===== src/sv/akl_pkg.sv =====
// types, token codes and keyword table for the assembly keyword lexer
package akl_pkg;

    localparam int KW_COUNT   = 14;
    localparam int KW_MAX_LEN = 5;
    localparam int KW_IDX_W   = $clog2(KW_MAX_LEN);
    localparam int QDEPTH     = 4;
    localparam int QPTR_W     = $clog2(QDEPTH);
    localparam int QCNT_W     = $clog2(QDEPTH + 1);

    localparam logic [4:0] KIND_EOF    = 5'd0;
    localparam logic [4:0] KIND_PLUS   = 5'd1;
    localparam logic [4:0] KIND_MINUS  = 5'd2;
    localparam logic [4:0] KIND_NUMBER = 5'd3;
    localparam logic [4:0] KIND_LABEL  = 5'd4;
    localparam logic [4:0] KIND_ERROR  = 5'd5;
    localparam logic [4:0] KIND_KW0    = 5'd6;

    localparam logic [7:0] CH_NUL   = 8'h00;
    localparam logic [7:0] CH_TAB   = 8'h09;
    localparam logic [7:0] CH_LF    = 8'h0a;
    localparam logic [7:0] CH_CR    = 8'h0d;
    localparam logic [7:0] CH_SPACE = 8'h20;
    localparam logic [7:0] CH_PLUS  = 8'h2b;
    localparam logic [7:0] CH_MINUS = 8'h2d;
    localparam logic [7:0] CH_DOT   = 8'h2e;
    localparam logic [7:0] CH_COLON = 8'h3a;
    localparam logic [7:0] CH_UNDER = 8'h5f;

    typedef enum logic [2:0] {
        MODE_IDLE,
        MODE_INT,
        MODE_FRAC,
        MODE_WORD,
        MODE_LONG
    } lex_mode_t;

    typedef struct packed {
        logic [4:0]  kind;
        logic [15:0] tbegin;
        logic [7:0]  len;
        logic [15:0] line;
        logic        last;
    } token_t;

    // first character in the top byte, unused bytes zero
    localparam logic [8*KW_MAX_LEN-1:0] KW_TEXT [KW_COUNT] = '{
        {"acc", 16'h0}, {"dat", 16'h0}, {"mov", 16'h0}, 40'h73746f7574,
        {"stin", 8'h0}, {"add", 16'h0}, {"sub", 16'h0}, {"mul", 16'h0},
        {"div", 16'h0}, {"teq", 16'h0}, {"tgt", 16'h0}, {"tlt", 16'h0},
        {"tcp", 16'h0}, {"jmp", 16'h0}
    };

    localparam logic [2:0] KW_LEN [KW_COUNT] = '{
        3'd3, 3'd3, 3'd3, 3'd5, 3'd4, 3'd3, 3'd3,
        3'd3, 3'd3, 3'd3, 3'd3, 3'd3, 3'd3, 3'd3
    };

    function automatic logic [7:0] kw_char(input int k, input int i);
        return KW_TEXT[k][8*(KW_MAX_LEN-1-i) +: 8];
    endfunction

endpackage


===== src/sv/assembly_keyword_lexer.sv =====
// assembly keyword lexer: one source byte per request, tokens out through a queue
// an accepted byte waits in the input stage; its tokens are queued once there is room
// throughput: one byte per cycle while no byte gives two tokens and out_stall is low
// a byte that ends a pending token and is a token itself gives two, drained one per
//   cycle unless out_stall via the four-entry queue; the input stalls at three or more
// reset: lexer idle, offsets and lengths zero, line one, queue and input stage empty
module assembly_keyword_lexer #(
    parameter int MAX_WORD_LEN = 8
) (
    input  logic        clk,
    input  logic        rst_n,
    input  logic        in_valid,
    output logic        in_stall,
    input  logic [7:0]  char_code,
    output logic        out_valid,
    input  logic        out_stall,
    output logic [4:0]  token_kind,
    output logic [15:0] token_begin,
    output logic [7:0]  token_len,
    output logic [15:0] line_no,
    output logic        last_of_run
);
    import akl_pkg::*;

    localparam int CNT_W = $clog2(MAX_WORD_LEN + 1);

    logic              full_reg, full_next;
    logic [7:0]        char_reg;
    lex_mode_t         mode_reg, mode_next;
    logic [7:0]        word_reg [KW_MAX_LEN];
    logic [CNT_W-1:0]  count_reg, count_next;
    logic [15:0]       begin_reg, begin_next;
    logic [15:0]       offset_reg, offset_next;
    logic [15:0]       line_reg, line_next;
    logic [7:0]        run_reg, run_next;

    token_t            q_reg [QDEPTH];
    logic [QPTR_W-1:0] head_reg, tail_reg;
    logic [QCNT_W-1:0] qcnt_reg;

    logic              proc, pop;
    logic              is_dig, is_let, is_ws;
    logic [15:0]       offset_inc, line_inc;
    logic [7:0]        run_inc;
    logic              kw_hit;
    logic [4:0]        kw_kind;

    logic              extend, go_idle, to_label;
    logic              pend_v, idle_v;
    token_t            pend_tok, idle_tok, tok0, tok1;
    logic [1:0]        push_n;
    logic              wr_en;
    logic [KW_IDX_W-1:0] wr_idx;

    assign proc     = full_reg && (qcnt_reg <= QCNT_W'(QDEPTH - 2));
    assign in_stall = full_reg && !proc;
    assign full_next = (in_valid && !in_stall) ? 1'b1 : (proc ? 1'b0 : full_reg);

    assign is_dig = (char_reg >= "0") && (char_reg <= "9");
    assign is_let = ((char_reg >= "a") && (char_reg <= "z"))
                 || ((char_reg >= "A") && (char_reg <= "Z")) || (char_reg == CH_UNDER);
    assign is_ws  = (char_reg == CH_SPACE) || (char_reg == CH_TAB) || (char_reg == CH_CR);

    assign offset_inc = (offset_reg != 16'hffff) ? offset_reg + 16'd1 : offset_reg;
    assign line_inc   = (line_reg != 16'hffff) ? line_reg + 16'd1 : line_reg;
    assign run_inc    = (run_reg != 8'hff) ? run_reg + 8'd1 : run_reg;

    always_comb
    begin
        kw_hit  = 1'b0;
        kw_kind = KIND_ERROR;
        for (int k = 0; k < KW_COUNT; k++)
        begin
            logic m;
            m = (count_reg == CNT_W'(KW_LEN[k]));
            for (int i = 0; i < KW_MAX_LEN; i++)
            begin
                if (i < int'(KW_LEN[k]) && word_reg[i] != kw_char(k, i))
                begin
                    m = 1'b0;
                end
            end
            if (m && !kw_hit)
            begin
                kw_hit  = 1'b1;
                kw_kind = KIND_KW0 + 5'(k);
            end
        end
    end

    // mode decode and token outputs
    always_comb
    begin
        extend   = 1'b0;
        go_idle  = 1'b0;
        to_label = 1'b0;
        pend_v   = 1'b0;
        pend_tok = '{kind: KIND_ERROR, tbegin: begin_reg, len: run_reg, line: line_reg,
                     last: 1'b0};
        case (mode_reg)
            MODE_INT:
            begin
                if (is_dig || char_reg == CH_DOT)
                begin
                    extend = 1'b1;
                end
                else
                begin
                    pend_v        = 1'b1;
                    pend_tok.kind = KIND_NUMBER;
                    go_idle       = 1'b1;
                end
            end
            MODE_FRAC:
            begin
                if (is_dig)
                begin
                    extend = 1'b1;
                end
                else
                begin
                    pend_v        = 1'b1;
                    pend_tok.kind = KIND_NUMBER;
                    go_idle       = 1'b1;
                end
            end
            MODE_WORD:
            begin
                if (is_let)
                begin
                    extend = 1'b1;
                end
                else if (kw_hit)
                begin
                    pend_v        = 1'b1;
                    pend_tok.kind = kw_kind;
                    go_idle       = 1'b1;
                end
                else if (char_reg == CH_COLON)
                begin
                    pend_v        = 1'b1;
                    pend_tok.kind = KIND_LABEL;
                    pend_tok.len  = run_inc;
                    to_label      = 1'b1;
                end
                else
                begin
                    pend_v  = 1'b1;
                    go_idle = 1'b1;
                end
            end
            MODE_LONG:
            begin
                if (is_let)
                begin
                    extend = 1'b1;
                end
                else
                begin
                    pend_v  = 1'b1;
                    go_idle = 1'b1;
                end
            end
            default:
            begin
                go_idle = 1'b1;
            end
        endcase

        idle_v   = 1'b0;
        idle_tok = '{kind: KIND_ERROR, tbegin: offset_reg, len: 8'd1, line: line_reg,
                     last: 1'b1};
        if (go_idle)
        begin
            if (char_reg == CH_NUL)
            begin
                idle_v       = 1'b1;
                idle_tok.kind = KIND_EOF;
                idle_tok.len  = 8'd0;
            end
            else if (char_reg == CH_PLUS)
            begin
                idle_v        = 1'b1;
                idle_tok.kind = KIND_PLUS;
            end
            else if (char_reg == CH_MINUS)
            begin
                idle_v        = 1'b1;
                idle_tok.kind = KIND_MINUS;
            end
            else if (!is_ws && char_reg != CH_LF && !is_dig && !is_let)
            begin
                idle_v = 1'b1;
            end
        end
        pend_tok.last = !idle_v;

        tok0   = pend_v ? pend_tok : idle_tok;
        tok1   = idle_tok;
        push_n = proc ? (2'(pend_v) + 2'(idle_v)) : 2'd0;
    end

    // next state
    always_comb
    begin
        mode_next   = mode_reg;
        count_next  = count_reg;
        begin_next  = begin_reg;
        offset_next = offset_reg;
        line_next   = line_reg;
        run_next    = run_reg;
        wr_en       = 1'b0;
        wr_idx      = count_reg[KW_IDX_W-1:0];
        if (proc)
        begin
            if (extend)
            begin
                run_next    = run_inc;
                offset_next = offset_inc;
                if (mode_reg == MODE_INT && char_reg == CH_DOT)
                begin
                    mode_next = MODE_FRAC;
                end
                else if (mode_reg == MODE_WORD)
                begin
                    if (count_reg < CNT_W'(MAX_WORD_LEN))
                    begin
                        count_next = count_reg + CNT_W'(1);
                        wr_en      = (count_reg < CNT_W'(KW_MAX_LEN));
                    end
                    else
                    begin
                        mode_next = MODE_LONG;
                    end
                end
            end
            else if (to_label)
            begin
                run_next    = run_inc;
                offset_next = offset_inc;
                mode_next   = MODE_IDLE;
            end
            else if (go_idle)
            begin
                mode_next = MODE_IDLE;
                if (char_reg != CH_NUL)
                begin
                    offset_next = offset_inc;
                end
                if (char_reg == CH_LF)
                begin
                    line_next = line_inc;
                end
                if (is_dig || is_let)
                begin
                    begin_next = offset_reg;
                    run_next   = 8'd1;
                    mode_next  = is_dig ? MODE_INT : MODE_WORD;
                end
                if (is_let)
                begin
                    count_next = CNT_W'(1);
                    wr_en      = 1'b1;
                    wr_idx     = '0;
                end
            end
        end
    end

    assign pop = (qcnt_reg != '0) && !out_stall;

    always_ff @(posedge clk or negedge rst_n)
    begin
        if (!rst_n)
        begin
            full_reg   <= 1'b0;
            mode_reg   <= MODE_IDLE;
            count_reg  <= '0;
            begin_reg  <= 16'd0;
            offset_reg <= 16'd0;
            line_reg   <= 16'd1;
            run_reg    <= 8'd0;
            head_reg   <= '0;
            tail_reg   <= '0;
            qcnt_reg   <= '0;
        end
        else
        begin
            full_reg   <= full_next;
            mode_reg   <= mode_next;
            count_reg  <= count_next;
            begin_reg  <= begin_next;
            offset_reg <= offset_next;
            line_reg   <= line_next;
            run_reg    <= run_next;
            tail_reg   <= tail_reg + QPTR_W'(push_n);
            if (pop)
            begin
                head_reg <= head_reg + QPTR_W'(1);
            end
            qcnt_reg   <= qcnt_reg + QCNT_W'(push_n) - QCNT_W'(pop);
        end
    end

    always_ff @(posedge clk)
    begin
        if (in_valid && !in_stall)
        begin
            char_reg <= char_code;
        end
        if (wr_en)
        begin
            word_reg[wr_idx] <= char_reg;
        end
        if (push_n != 2'd0)
        begin
            q_reg[tail_reg] <= tok0;
        end
        if (push_n == 2'd2)
        begin
            q_reg[tail_reg + QPTR_W'(1)] <= tok1;
        end
    end

    assign out_valid   = (qcnt_reg != '0);
    assign token_kind  = q_reg[head_reg].kind;
    assign token_begin = q_reg[head_reg].tbegin;
    assign token_len   = q_reg[head_reg].len;
    assign line_no     = q_reg[head_reg].line;
    assign last_of_run = q_reg[head_reg].last;

endmodule


===== config.mk =====
export PLATFORM = sky130hd
export DESIGN_NAME = assembly_keyword_lexer
export DESIGN_NICKNAME = d
export VERILOG_FILES = /design/src/sv/akl_pkg.sv /design/src/sv/assembly_keyword_lexer.sv
export SDC_FILE = /design/constraint.sdc
export NUM_CORES = 1
export LEC_CHECK = 0
export BUFFER_PORTS_ARGS = -buffer_cell sky130_fd_sc_hd__buf_2
export CAP_MARGIN = 40
export CELL_PAD_IN_SITES_DETAIL_PLACEMENT = 0
export CELL_PAD_IN_SITES_GLOBAL_PLACEMENT = 2
export CORE_ASPECT_RATIO = 1.2
export CORE_UTILIZATION = 36
export DETAILED_ROUTE_END_ITERATION = 16
export GPL_ROUTABILITY_DRIVEN = 0
export HOLD_SLACK_MARGIN = 0.03
export PLACE_DENSITY = 0.69
export SLEW_MARGIN = 20
export SYNTH_ARGS = -nofsm -noshare
export SYNTH_HDL_FRONTEND = slang
export SYNTH_SLANG_ARGS = --single-unit

===== constraint.sdc =====
create_clock -name clk -period 5.9 [get_ports clk]
set_clock_uncertainty 0.2 [all_clocks]
set_input_delay 1.18 -clock clk [delete_from_list [all_inputs] [get_ports clk]]
set_output_delay 1.18 -clock clk [all_outputs]
set_load 0.05 [all_outputs]

==> results of run 1 <==
==> stage by stage <==
step	util [%]	total power [mW]	instances	instance area, um^2	worst slack [ns]
final	41.6	7.64	1771	16600	1.02
after global routing	41.6	8.03	1771	16600	0.632
after CTS	41.5	7.72	1768	16500	0.980
after detailed placement	39.1	5.81	1710	15600	0.989
after global placement	39.0	5.78	1708	15500	1.03
after floorplan	-	4.95	1150	14600	1.17
==> final timing paths <==
check / startpoint / to / slack [ns] / cells past startpoint
setup / recovery: char_reg[2] / q_reg[1][33] / 1.02 / 12
hold / removal: q_reg[3][18] / q_reg[3][18] / 0.25 / 2
setup reg to reg: char_reg[2] / q_reg[1][33] / 1.02 / 12
hold reg to reg: q_reg[3][18] / q_reg[3][18] / 0.25 / 2
max in group asynchronous: rst_n / head_reg[0] / 4.14 / 2
min in group asynchronous: rst_n / begin_reg[10] / 0.35 / 1
==> cell type report <==
cell class	instances	area, um^2
Fill cell	3781	23300
Sequential cell	303	8350
Multi-Input combinational cell	755	5870
Clock buffer	45	858
Tap cell	533	667
Timing Repair Buffer	97	631
Clock inverter	13	106
Inverter	25	93.8
==> metal layers <==
metal	up-vias	GRT usage, %	wire length (um)
met4	0	6.08	1040
met2	252	31.1	18500
met3	66	2.15	1660
met5	-	0	0
li1	4562	-	-
met1	4812	25.9	17100
==> power by group through the flow <==
stage	logic [mW]	registers (mW)	clock network, mW
2_1_floorplan	2.10	2.86	0
3_3_place_gp	2.66	3.12	0
3_5_place_dp	2.70	3.11	0
4_1_cts	2.71	3.06	1.95
5_1_grt	2.99	3.03	2.01
6_report	2.76	2.98	1.90
==> cell usage in the layout (no fill, tap or decap), types with 25 or more instances in the layout <==
cell type                     n
sky130_fd_sc_hd__nand2_1     82
sky130_fd_sc_hd__buf_2       59
sky130_fd_sc_hd__buf_4       33
sky130_fd_sc_hd__o21ai_0     36
sky130_fd_sc_hd__edfxtp_1   192
sky130_fd_sc_hd__a22o_1      73
sky130_fd_sc_hd__nor2_1      37
sky130_fd_sc_hd__clkbuf_16   31
sky130_fd_sc_hd__nor3_1      29
sky130_fd_sc_hd__nand3_1     36
sky130_fd_sc_hd__dfxtp_1     40
sky130_fd_sc_hd__xnor2_1     25
sky130_fd_sc_hd__dfrtp_1     68
sky130_fd_sc_hd__mux4_2      46
sky130_fd_sc_hd__nor2b_1     72
==> cells by family (layout without fill, tap and decap cells) <==
logic type	Yosys count	in the layout	synth area share (%)
AOI/OAI and AO/OA	209	209	10.5
xor gates and xnor gates	39	39	2.34
adders and majority gates	13	13	1.17
buffers and inverters	92	180	2.64
DFF	303	303	57.2
muxes	70	70	9.01
and+or+nand+nor	424	424	17.2
==> critical path: stages, from the launching register on <==
cell and delay, ns:
sky130_fd_sc_hd__edfxtp_1 0.62, sky130_fd_sc_hd__or3_1 0.48, sky130_fd_sc_hd__o311a_1 0.37, sky130_fd_sc_hd__a21oi_2 0.32, sky130_fd_sc_hd__and3b_1 0.35, sky130_fd_sc_hd__nor3_1 0.16, sky130_fd_sc_hd__o21ai_0 0.10, sky130_fd_sc_hd__a21oi_1 0.19
sky130_fd_sc_hd__ha_1 0.35, sky130_fd_sc_hd__nor4_1 0.60, sky130_fd_sc_hd__nor2_2 0.08, sky130_fd_sc_hd__inv_2 0.44, sky130_fd_sc_hd__buf_4 0.30
==> results by stage, run 1 <==
Synth:
- For this run, the leading register cell type out of synthesis is sky130_fd_sc_hd__edfxtp_1.
- The number of library cell types mapped by synthesis is slightly above 80.
- In the synthesized netlist, the cells that appear most often are sky130_fd_sc_hd__edfxtp_1 (192), sky130_fd_sc_hd__nand2_1 (82), sky130_fd_sc_hd__a22o_1 (73).
- The number of flops mapped to enable cells by yosys is 192.
- Summing every instance area after synthesis gives between 10000 and 15000 um^2.
- For this run, the number of Yosys warnings is 0.
- The number of storage elements in the synthesis netlist is 303.
- The fraction of registers with async set/reset is 23.4%.
- In the post-synthesis netlist, the cell with the most instances is sky130_fd_sc_hd__edfxtp_1.
- sky130_fd_sc_hd__edfxtp_1 takes more of the synthesized area than any other cell.
- By area the synthesized netlist is led by sky130_fd_sc_hd__edfxtp_1 (40%), sky130_fd_sc_hd__dfrtp_1 (12%), sky130_fd_sc_hd__mux4_2 (7.1%).
- The share of the Yosys chip area taken by registers is 57.2%.
- The number of nets in the synthesized netlist is 1175.
- The average instance area after synthesis is 12.7 um^2.
- The instance count of the mapped netlist is 1150.
- The top cell type by area accounts for 39.5% of the synthesized area.

Worst hold path:
- The min-delay analysis places its worst path in the category reg -> reg.

Setup path:
- STA puts the critical path data arrival time at just under 5 ns.
- The kind of start point of the critical path is a flop.
- The type of destination of the critical path is a flop.
- The required time at the worst-slack endpoint is around 6 ns.
- The category of the critical setup timing path is reg -> reg.
- In this run the worst path has a maximum fanout of 19.

Die:
- The area of the die is 41300 um^2.
- The floorplan step set the die height to 223 um.
- The area inside the core boundary is 39800 um^2.
- The count of boundary I/O pins is 60.
- The horizontal die dimension is 186 um.
- The initial standard-cell utilization of the core is 36.6%.
- The floorplan has 80 rows.

Status:
- The flow ran to the end, and the final reports show no timing, DRC or antenna violations.

Timing:
- Setup repair after global routing left no endpoint under its margin.
- The share of the clock period used by the worst path is 82.6%.
- The total count of max-transition violations in the final report came to 0.
- The final-report hold violation count is 0.
- The total negative slack for setup checks is 0 ns.
- Subtracting the final worst setup slack from the clock period gives roughly 4.9 ns.
- Setup violations remaining at the end of the flow were counted as 0.
- The slew at the pin closest to its max-slew limit is between 0.8 and 0.9 ns.
- In this run the tightest slew margin relative to its limit is 40.8%.
- For this run, the top clock speed supported by timing is 0.205 GHz.
- On the final layout, the worst hold slack is 0.249 ns.

CTS:
- The clock drives just over 300 sinks.
- The number of setup buffers added after CTS is 0.
- CTS built an H-tree with a depth of 1.
- The CTS clock-pin slew for the worst setup and hold paths is 0.06 ns.
- Clock latency on the worst-skew pair, taken at its later pin, is approximately 0.58 ns.
- TritonCTS built the clock tree.
- In this run, CTS created clock tree buffers numbering 31.
- The deepest clock path buffer count is 3.
- In this run the clock root is driven by a sky130_fd_sc_hd__clkbuf_16.
- Post-CTS repair changed the size of 0 cells.
- After clock tree synthesis, the flow added hold-fix buffers numbering 0.

Pwr:
- The peak supply drop is 0.255 mV.
- The combinational cell fraction of total power is 36.2%.
- Sequential cells account for about two fifths of the total power.
- The power density over the cells is 461 nW/um^2.
- The internal power consumption is 4.61 mW.
- In this run switching power makes up approximately two fifths of total power.
- In this run the static leakage power is 5.83 nW.
- The clock network is responsible for 24.8% of the overall power.
- In this run the power spent charging and discharging nets is slightly above 3 mW.

GRT:
- The via count of the first global-routing pass is 9759.
- The first global-routing pass estimated 59300 um of wire.
- The overall track demand over capacity in global routing is 18.9%.
- The number of antenna violations at the first check in global routing is 0.
- The largest net degree at the start of global routing is 40.
- The total overflow left after global routing is 0.

Drt:
- The total DRC errors in the routed layout is 0.
- Once detail routing completed, the nets flagged for antenna violations numbered 0.
- Dividing the detail-routed via count by the number of cells gives 5.47.
- The first detailed-routing pass took 5 iterations.
- The initial DRC count is 644.
- For this block, the routed nets add up to 38300 um of wire.
- Dividing the detail-routed wire length by the instance count gives 21.6 um.
- The routed via count is 9692.

Layout:
- Compared with the post-synthesis result, the final layout area differs by 13.6%.
- The share of cells above drive strength 1 is 19.5%.
- The number of flip-flops in the largest register is about 180.
- In the final design database the tool counted 1238 nets.
- The number of diodes added for antenna fixing is 0.

Placement:
- Input and output buffers added on the ports amount to 59.
- The HPWL after detailed placement is 25600 um.

Flow run:
- Across the run, the number of max-cap violations was 0.
Note: power is estimated with default switching activity, not from simulation.
==> run 2, diff against run 1 <==
Clock period 5.9 ns to 5 ns, I/O delays scaled along.
==> run 2 against run 1 <==
Against the previous run:
- sequential cell count did not move
- routed wire length rose by 0.98%
- hold slack got worse by 0.030 ns
- register-to-register slack got worse by 0.72 ns
- sequential power rose by 19%
- non-clock buffer count rose by 25
- largest cell class unchanged
- largest power group unchanged
==> results by stage, run 2 (synthesis results as in run 1) <==
Layout:
- The area growth from synthesis to layout is 16.7%.
- The library cells used most frequently in the layout, excluding fill and tap cells, are sky130_fd_sc_hd__edfxtp_1 (192), sky130_fd_sc_hd__nand2_1 (82), sky130_fd_sc_hd__a22o_1 (73).
- In the final design database the tool counted 1266 nets.
- The number of diodes added for antenna fixing is 0.
- The count of non-filler cells in the finished layout is 1800.
- The library cell used most frequently in the layout, excluding fill and tap cells, is sky130_fd_sc_hd__edfxtp_1.
- The number of flip-flops in the largest register is between 150 and 200.
- The fill cell instance count of the final layout is 3829.
- The share of cells above drive strength 1 is 21.3%.

GRT:
- The via count of the first global-routing pass came to 9781.
- Global routing finished with a remaining overflow of 0.
- For this run, the total global-route usage over all layers was measured as about a fifth.
- Entering global routing, the biggest net connects 41 pins.
- The global-route wire length before repair is approximately 59000 um.
- The number of antenna violations at the first check in global routing is 0.

Setup path:
- The type of destination of the critical path is a flop.
- For the worst setup path, the data required time is ~5.1 ns.
- STA classifies the critical path startpoint as a flop.
- The category of the critical setup timing path is reg -> reg.
- Along the worst path, the maximum fanout reaches 23.
- STA puts the critical path data arrival time at 4.75 ns.

Timing:
- The number of setup violations in the final report is 0.
- The headroom to the max-slew limit is 44.6%.
- The total negative slack for setup checks is 0 ns.
- The worst path uses between 90 and 100% of the clock period.
- The total count of max-transition violations in the final report is 0.
- For this run, the top clock speed supported by timing is 0.213 GHz.
- Counting I/O delays and the setup requirement, the final critical path takes 4.70 ns.
- The final-report hold violation count is 0.
- Setup repair after global routing left no endpoint under its margin.
- For the pin with the worst max-slew slack, the measured transition is about 0.82 ns.

Die:
- The placement row count is 80.
- The die covers 41300 um^2.
- The area inside the core boundary is about 40000 um^2.
- The initial standard-cell utilization of the core is 36.6%.
- The die is 186 um wide.
- In this run the count of I/O pins placed on the die edge is 60.
- The die is 223 um tall.

Drt:
- The total DRC errors in the routed layout is 0.
- The initial DRC count is between 600 and 700.
- In the routed layout, each cell is associated on average with a via count of 5.49.
- Once detail routing completed, the nets flagged for antenna violations numbered 0.
- The pre-antenna-repair detailed-routing pass consisted of 5 iterations.
- After detailed routing, the average wire length per cell comes to about 21 um.
- The routed via count is roughly 10000.
- The post-detailed-routing wire length is between 30000 and 40000 um.

Pwr:
- The worst-case IR drop observed on VDD is roughly 0.3 mV.
- The power density over the cells is 550 nW/um^2.
- In this run the static leakage power is 6.04 nW.

CTS:
- The total of cells resized after clock tree synthesis is 0.
- The later pin in the worst-skew pair is clocked with a latency of 0.53 ns.
- The CTS buffer count is 34.
- The clock root buffer is sky130_fd_sc_hd__clkbuf_16.
- The deepest clock path buffer count is 3.
- The clock tree from TritonCTS is yes.
- In this run the post-CTS setup repair buffer count came out at 0.
- The total of hold buffers inserted after clock tree synthesis is 0.
- The tree built by TritonCTS fans out to 303 sinks.
- Clock-pin slew was measured on the worst setup and hold paths at approximately 0.060 ns.
- The depth of the CTS H-tree is 2.

Status:
- The flow ran to the end, and the final reports show no timing, DRC or antenna violations.

Worst hold path:
- The path class of the tightest hold or removal check is in -> async.

Placement:
- After detailed placement, the design holds a cell count of 1737.
- Once detailed placement completed, the half-perimeter wirelength came to 26000 um.
- The quantity of I/O buffers inserted on ports is 59.

Flow run:
- Max-cap violations in this run came to 0.
## run 2: changes by cell type in the layout (fill, tap and decap cells not counted), moves of 4 or more
cell                       previous run  this run
sky130_fd_sc_hd__clkbuf_1            11         7
sky130_fd_sc_hd__buf_4               33        47
sky130_fd_sc_hd__buf_12               1        13
sky130_fd_sc_hd__clkinv_1             1         6
## run 2: path summary, 6_finish.rpt
path	from	to	slack, ns	depth (start not counted)
worst max-delay path	char_reg[3]	q_reg[0][5]	0.30	13
worst min-delay path	rst_n	begin_reg[10]	0.22	1
worst max register to register	char_reg[3]	q_reg[0][5]	0.30	13
worst min register to register	q_reg[2][22]	q_reg[2][22]	0.25	2
max in group asynchronous	rst_n	head_reg[0]	3.73	2
min in group clk	q_reg[2][22]	q_reg[2][22]	0.25	2
## run 2: metrics by stage
step                      setup WS, ns  cell area [um^2]  util [%]  total power [mW]  hold WS (ns)
after floorplan                  0.274             14600         -              5.85         0.220
after global placement           0.396             15900      39.8              6.98         0.234
after detailed placement         0.357             15900      40.0              7.03         0.242
after CTS                        0.333             17000      42.7              9.51         0.226
after global routing           0.00664             17000      42.7              9.84         0.248
final                            0.302             17000      42.7              9.36         0.219
## run 2: cell type report
class | instances | area (um^2) | share of cell area [%]
clock buffer | 45 | 932 | 5.48
clock inverter | 17 | 155 | 0.911
inverter | 25 | 93.8 | 0.551
multi-input combinational | 755 | 5870 | 34.5
sequential | 303 | 8350 | 49.1
tap | 533 | 667 | 3.92
timing repair buffer | 122 | 955 | 5.61
## run 2: report_power, final
group	internal, mW	switching [mW]
sequential	3.17	0.391
clock	1.43	1.02
combinational	1.12	2.24
## run 2: worst max-delay path, cell delays in order (launching register included)
cell and delay, ns:
sky130_fd_sc_hd__edfxtp_1 0.56, sky130_fd_sc_hd__or3_1 0.50, sky130_fd_sc_hd__o311a_1 0.37, sky130_fd_sc_hd__a21oi_2 0.38, sky130_fd_sc_hd__and3b_1 0.24, sky130_fd_sc_hd__nor3_1 0.18
sky130_fd_sc_hd__o21ai_0 0.15, sky130_fd_sc_hd__a21oi_1 0.23, sky130_fd_sc_hd__ha_1 0.35, sky130_fd_sc_hd__o21ai_0 0.40, sky130_fd_sc_hd__nor3_1 0.18, sky130_fd_sc_hd__nor2_2 0.21
sky130_fd_sc_hd__buf_4 0.35, sky130_fd_sc_hd__nor2b_1 0.10
## run 2: routing by layer
metal | GRT usage [%] | vias to the layer above | part of all wire (%) | wire length, um
met5 | 0 | - | 0 | 0
met4 | 6.13 | 0 | 2.7 | 1060
met3 | 2.56 | 72 | 3.6 | 1390
met2 | 31.8 | 221 | 49 | 19000
met1 | 25.5 | 4969 | 44 | 17200
li1 | - | 4613 | - | -
